$ cat src/hw/rtl/bp_site_message_belief_assert.svh
// Assertion macros shared by the belief propagation site modules.
// Depends on nothing; included by the modules that carry checks.
`ifndef BP_SITE_MESSAGE_BELIEF_ASSERT_SVH
`define BP_SITE_MESSAGE_BELIEF_ASSERT_SVH

// The consequent must hold in the same cycle as the antecedent.
`define BPSM_ASSERT_IMPLY(label, clk, rst, ante, cons, msg) \
   label: assert property (@(posedge clk) disable iff (rst) (ante) |-> (cons)) else $error(msg);

// The consequent must hold in the cycle after the antecedent.
`define BPSM_ASSERT_NEXT(label, clk, rst, ante, cons, msg) \
   label: assert property (@(posedge clk) disable iff (rst) (ante) |=> (cons)) else $error(msg);

// The expression must never be true.
`define BPSM_ASSERT_NEVER(label, clk, rst, expr, msg) \
   label: assert property (@(posedge clk) disable iff (rst) !(expr)) else $error(msg);

`endif

$ cat src/hw/rtl/bpsm_pkg.sv
// Shared types, constants and helper functions for the belief propagation site.
// Depends on nothing; used by every module of the block.
package bpsm_pkg;

   // Sizes of the grid site.
   localparam int MAX_LABELS = 64;
   localparam int NEIGHBORS  = 4;
   localparam int LABEL_W    = $clog2(MAX_LABELS);
   localparam int CNT_W      = $clog2(MAX_LABELS + 1);
   localparam int NB_W       = $clog2(NEIGHBORS);
   localparam int ROWS       = 2 * MAX_LABELS;
   localparam int ROW_W      = $clog2(ROWS);

   // Field widths.
   localparam int MODE_W     = 3;
   localparam int MSG_W      = 16;
   localparam int VALUE_W    = 30;
   localparam int SUM_W      = MSG_W + 2;
   localparam int LAMBDA_W   = 16;
   localparam int TRUNC_W    = 28;
   localparam int OBS_W      = 14;
   localparam int LCOUNT_W   = 7;
   localparam int CSR_IDX_W  = 3;
   localparam int CSR_DATA_W = 28;
   localparam int REQ_DATA_W = 32;
   localparam int RSP_DATA_W = 40;

   // Depth of the queue between front and back.
   localparam int QUEUE_DEPTH = 2;

   // Request mode codes.
   localparam logic [MODE_W-1:0] MODE_WR_PRIOR   = 3'd0;
   localparam logic [MODE_W-1:0] MODE_WR_CURR    = 3'd1;
   localparam logic [MODE_W-1:0] MODE_SUM_EXCEPT = 3'd2;
   localparam logic [MODE_W-1:0] MODE_BELIEF     = 3'd3;
   localparam logic [MODE_W-1:0] MODE_BEST       = 3'd4;
   localparam logic [MODE_W-1:0] MODE_CLEAR      = 3'd5;
   localparam logic [MODE_W-1:0] MODE_READ       = 3'd6;

   // Configuration register indexes.
   localparam logic [CSR_IDX_W-1:0] CSR_LAMBDA   = 3'd0;
   localparam logic [CSR_IDX_W-1:0] CSR_TRUNC    = 3'd1;
   localparam logic [CSR_IDX_W-1:0] CSR_OBSERVED = 3'd2;
   localparam logic [CSR_IDX_W-1:0] CSR_LCOUNT   = 3'd3;
   localparam logic [CSR_IDX_W-1:0] CSR_PRIOR    = 3'd4;

   // Operation after classification in the front.
   typedef enum logic [2:0] {
      OP_NOP,
      OP_WR_PRIOR,
      OP_WR_CURR,
      OP_SUM_EXCEPT,
      OP_BELIEF,
      OP_BEST,
      OP_CLEAR,
      OP_READ
   } op_kind_type;

   // One classified transaction as held in the queue.
   typedef struct packed {
      op_kind_type           kind;
      logic [NB_W-1:0]       neighbor;
      logic [LABEL_W-1:0]    label;
      logic [MSG_W-1:0]      msg;
   } item_type;

   // Configuration as seen by the back end.
   typedef struct packed {
      logic [LAMBDA_W-1:0]   lambda;
      logic [TRUNC_W-1:0]    trunc;
      logic [OBS_W-1:0]      obs;
      logic [CNT_W-1:0]      count;
      logic                  prior;
   } cfg_type;

   // Number of labels in use, clamped into one up to the label capacity.
   function automatic logic [CNT_W-1:0] eff_count(input logic [LCOUNT_W-1:0] lc);
      logic [CNT_W-1:0] n;
      if (lc == '0) begin
         n = CNT_W'(1);
      end else if (32'(lc) > MAX_LABELS) begin
         n = CNT_W'(MAX_LABELS);
      end else begin
         n = CNT_W'(lc);
      end
      return n;
   endfunction

endpackage

$ cat src/hw/rtl/bpsm_front.sv
// Front end of the belief propagation site: accepts and classifies transactions.
// Depends on bpsm_pkg and the assertion macro header.
`include "bp_site_message_belief_assert.svh"

module bpsm_front (
   input  logic                           clock,
   input  logic                           reset,
   input  logic                           req_tvalid,
   output logic                           req_tready,
   // mode[2:0], neighbor[4:3], label[10:5], message_value[26:11], zero fill
   input  logic [bpsm_pkg::REQ_DATA_W-1:0] req_tdata,
   input  logic [bpsm_pkg::CNT_W-1:0]     label_count,
   output logic                           q_valid,
   output bpsm_pkg::item_type             q_item,
   input  logic                           q_pop
);

   localparam int PTR_W = (bpsm_pkg::QUEUE_DEPTH > 1) ? $clog2(bpsm_pkg::QUEUE_DEPTH) : 1;
   localparam int QCNT_W = $clog2(bpsm_pkg::QUEUE_DEPTH + 1);

   logic [bpsm_pkg::MODE_W-1:0]  req_mode;
   logic [bpsm_pkg::LABEL_W-1:0] req_label;
   logic                         in_range;
   bpsm_pkg::item_type           new_item;
   logic                         push;

   bpsm_pkg::item_type entry_ff [bpsm_pkg::QUEUE_DEPTH];
   logic [PTR_W-1:0]   wr_ptr_ff, wr_ptr_in;
   logic [PTR_W-1:0]   rd_ptr_ff, rd_ptr_in;
   logic [QCNT_W-1:0]  count_ff, count_in;

   // Field extraction.
   assign req_mode  = req_tdata[2:0];
   assign req_label = req_tdata[10:5];
   assign in_range  = bpsm_pkg::CNT_W'(req_label) < label_count;

   // Classify the transaction; out-of-range labels make no-ops of all but searches and clears.
   always_comb begin
      new_item.neighbor = req_tdata[4:3];
      new_item.label    = req_label;
      new_item.msg      = req_tdata[26:11];
      unique case (req_mode)
         bpsm_pkg::MODE_WR_PRIOR:
            new_item.kind = in_range ? bpsm_pkg::OP_WR_PRIOR : bpsm_pkg::OP_NOP;
         bpsm_pkg::MODE_WR_CURR:
            new_item.kind = in_range ? bpsm_pkg::OP_WR_CURR : bpsm_pkg::OP_NOP;
         bpsm_pkg::MODE_SUM_EXCEPT:
            new_item.kind = in_range ? bpsm_pkg::OP_SUM_EXCEPT : bpsm_pkg::OP_NOP;
         bpsm_pkg::MODE_BELIEF:
            new_item.kind = in_range ? bpsm_pkg::OP_BELIEF : bpsm_pkg::OP_NOP;
         bpsm_pkg::MODE_BEST:  new_item.kind = bpsm_pkg::OP_BEST;
         bpsm_pkg::MODE_CLEAR: new_item.kind = bpsm_pkg::OP_CLEAR;
         bpsm_pkg::MODE_READ:
            new_item.kind = in_range ? bpsm_pkg::OP_READ : bpsm_pkg::OP_NOP;
         default:              new_item.kind = bpsm_pkg::OP_NOP;
      endcase
   end

   // Queue handshake.
   assign req_tready = count_ff != QCNT_W'(bpsm_pkg::QUEUE_DEPTH);
   assign push       = req_tvalid && req_tready;
   assign q_valid    = count_ff != '0;
   assign q_item     = entry_ff[rd_ptr_ff];

   // Pointer and occupancy update.
   always_comb begin
      wr_ptr_in = wr_ptr_ff;
      rd_ptr_in = rd_ptr_ff;
      if (push) begin
         wr_ptr_in = (wr_ptr_ff == PTR_W'(bpsm_pkg::QUEUE_DEPTH - 1)) ? '0
                                                                     : wr_ptr_ff + 1'b1;
      end
      if (q_pop) begin
         rd_ptr_in = (rd_ptr_ff == PTR_W'(bpsm_pkg::QUEUE_DEPTH - 1)) ? '0
                                                                     : rd_ptr_ff + 1'b1;
      end
      count_in = count_ff + QCNT_W'(push) - QCNT_W'(q_pop);
   end

   always_ff @(posedge clock) begin
      if (reset) begin
         wr_ptr_ff <= '0;
         rd_ptr_ff <= '0;
         count_ff  <= '0;
      end else begin
         wr_ptr_ff <= wr_ptr_in;
         rd_ptr_ff <= rd_ptr_in;
         count_ff  <= count_in;
      end
   end

   // Queue storage.
   always_ff @(posedge clock) begin
      if (push) begin
         entry_ff[wr_ptr_ff] <= new_item;
      end
   end

   `BPSM_ASSERT_IMPLY(a_pop_not_empty, clock, reset, q_pop, count_ff != '0, "pop from empty queue")
   `BPSM_ASSERT_NEVER(a_count_bound, clock, reset, count_ff > QCNT_W'(bpsm_pkg::QUEUE_DEPTH), "queue overfilled")
   `BPSM_ASSERT_IMPLY(a_ptr_empty, clock, reset, count_ff == '0, wr_ptr_ff == rd_ptr_ff, "pointers disagree on empty queue")

endmodule

$ cat config.mk
export PLATFORM = sky130hd
export DESIGN_NAME = bpsm_front
export DESIGN_NICKNAME = d
export VERILOG_FILES = /design/src/hw/rtl/bpsm_pkg.sv /design/src/hw/rtl/bpsm_front.sv
export VERILOG_INCLUDE_DIRS = /design/src /design/src/hw/rtl
export SDC_FILE = /design/constraint.sdc
export NUM_CORES = 1
export LEC_CHECK = 0
export BUFFER_PORTS_ARGS = -buffer_cell sky130_fd_sc_hd__buf_2
export CORE_MARGIN = 2
export CORE_UTILIZATION = 41
export DETAILED_ROUTE_END_ITERATION = 12
export GPL_TIMING_DRIVEN = 1
export PLACE_DENSITY = 0.66
export SYNTH_ARGS = -nofsm -noshare
export SYNTH_HDL_FRONTEND = slang
export SYNTH_SLANG_ARGS = --single-unit
$ cat constraint.sdc
create_clock -name clock -period 3.1 [get_ports clock]
set_clock_uncertainty 0.2 [all_clocks]
set_input_delay 0 -clock clock [delete_from_list [all_inputs] [get_ports clock]]
set_output_delay 0 -clock clock [all_outputs]
set_load 0.05 [all_outputs]
==> metrics.cfg <==
[clocking]
insertion_delay_ps = 330
cts_buffers = 9
cts_buffer_depth = 2
cts.htree.levels = 3
tritoncts = yes
root_buffer = clkbuf_8
clock-sinks = 59
cts.clk_slew.worst_paths_ps = 60

[timing]
setup_viol = 0
rsz0062_at_grt = false
hold_slack_ps = 61.6
worst_pin_slew_ps = 368
final_hold_viol_count = 0
finalSetupTns_ps = 0
fin_crit_ps = 2330
fmax_mhz = 429
finalCritPeriodShare_pct = 75.1
drv_slew = 0
max_slew_margin_pct = 75.5

[flow_run]
maxCapViolations = 0

[detailed_routing]
antenna_left = 0
drc = 0
drt_iter0_drc = 27
routed_wirelength_mm = 4.14
via_per_inst = 4.60
vias = 1505
post_drt_wl_per_cell_um = 12.7
drt_first_pass_iters = 2

[layout]
num_antenna_cells = 0
instances_no_fill = 327
nNetsFinal = 300
drive_above_1_share_pct = 46.7
mostFrequentLayoutCells = 66 x buf_2, 54 x edfxtp_1, 32 x dlygate4sd3_1, 27 x mux2_2, 12 x clkbuf_8
area_growth_syn_to_layout_pct = 39.4
final_common_cell = buf_2

[setup_path]
crit_arrival_ps = 2200
crit_path_max_incr_delay_ps = 560
cp_cell_sequence = dlygate4sd3_1 > buf_2 > ha_1 > nand3_1 > a21oi_2 > a21oi_2 > a22o_2 > dlygate4sd3_1
crit_type = in2reg
cp_max_fo = 3
slowest_stage = dlygate4sd3_1
start_kind = input pin
rr_startpoint = count_ff[0]$_SDFF_PP0_
cp.required_ps = 2970
crit_start = req_tdata[10]
crit_path_end_kind = flip-flop

[global_route]
grt_pass1_wl_mm = 6.51
antenna_found_initial = 0
grtUsageTotal_pct = 14.3
grt_overflow_total = 0
grt_max_degree = 28
grt_pass1_vias = 1543

[floorplan]
die_h_um = 80.3
die-area_um2 = 6450
coreArea_um2 = 5570
die_w_um = 80.3
start_util_pct = 42.8
io_pins = 72
rows = 27

[logic_synthesis]
synth.distinct_cells = 25
synth_fp_nets = 190
synthCells = 140
synth_area_per_cell_um2 = 17.1
synth_area_um2 = 2390
synth_seq_area_share_pct = 72.1
ys_warn_count = 0
ys_ff_latch = 59

[place]
gp_congestion = 0.707
io_buffers = 66
dpl.cell_count = 279
dp_hpwl_mm = 2.63

[pwr]
p_leak_nw = 1.34
ir_drop_v = 0.000308
power_density_nw_per_um2 = 727

[run_status]
status = complete, no violations

[min_path]
min_from = label_count[6]
worst_hold_path_type = in2reg

per-stage QoR:
step,util (%),power (mW),worst slack [ps],cell area (µm²)
final,59.7,2.42,771,3330
after global routing,59.7,2.54,708,3330
after CTS,59.7,2.46,815,3330
after detailed placement,50.7,1.80,1410,2830
after global placement,50.7,1.79,1430,2830
after floorplan,-,1.62,352,2390
report_power, final:
part | leakage (nW) | switching [mW] | internal (mW) | total [mW]
clock network | 0.0965 | 0.264 | 0.353 | 0.617
registers | 0.545 | 0.0320 | 1.03 | 1.06
logic | 0.702 | 0.511 | 0.230 | 0.741
total | 1.34 | 0.807 | 1.61 | 2.42
kinds of logic (layout without fill, tap and decap cells):
family | Yosys count | in the layout | share of synthesized area [%]
buffers and inverters | 12 | 127 | 2.04
xor gates and xnor gates | 4 | 4 | 1.47
AOI/OAI and AO/OA | 10 | 10 | 3.67
adders and majority gates | 7 | 7 | 3.67
muxes | 27 | 27 | 12.7
and+or+nand+nor | 21 | 21 | 4.30
DFF | 59 | 59 | 72.1
synth_stat cells, drive strengths merged:
cell type	count	area share, %
o21ai	1	0.37
nand3	2	0.42
nand2b	1	0.26
mux2	27	13
edfxtp	54	68
inv	9	1.4
ha	7	3.7
a22o	1	0.42
xor2	2	0.73
a21oi	4	1.2
nand2	4	0.63
buf	3	0.63
nor2b	4	1.0
a311o	1	0.42
a2111oi	1	0.63
or2	1	0.26
nor2	7	1.2
dfxtp	5	4.2
o21a	1	0.31
a221oi	1	0.37
and3	1	0.26
nor3	1	0.21
xnor2	2	0.73
worst max-delay path, delay by kind of cell:
family                     cells  cell delay [ps]
and+or+nand+nor                1              120
AOI/OAI and AO/OA              3              520
adders and majority gates      1              310
buffers and inverters          3             1240
state kept, by name (all words and copies together), names as in the netlist, named ones only:
name,count
rd_ptr_ff,1
count_ff,2
wr_ptr_ff,1
entry_ff,54
timing repair:
action,4_1_cts,5_1_grt
buffers inserted,0,0
hold buffers,32,0
hold endpoints to repair,59,0
resized for setup,0,0
routing by layer:
metal  vias to the layer above  track usage [%]  part of all wire (%)
li1                        742                -                     -
met4                         0             11.7                   3.7
met3                        12             4.94                   6.0
met2                        56             25.7                    50
met5                         -                0                     0
met1                       695             12.7                    41
final timing paths:
kind	endpoint	slack, ps	cells past startpoint
setup / recovery	entry_ff[0][25]$_DFFE_PP_	770	8
setup reg to reg	count_ff[1]$_SDFF_PP0_	1570	7
hold / removal	entry_ff[0][24]$_DFFE_PP_	60	4
hold reg to reg	flip-flop	340	2
area by class of cell:
class                           count  area (µm²)
Sequential cell                    59        1720
Multi-Input combinational cell     69         619
Tap cell                           72        90.1
Clock inverter                      2        10.0
Fill cell                         462        2250
Timing Repair Buffer              102         681
Inverter                            9        33.8
Clock buffer                       14         173
(Power assumes the default switching activity.)
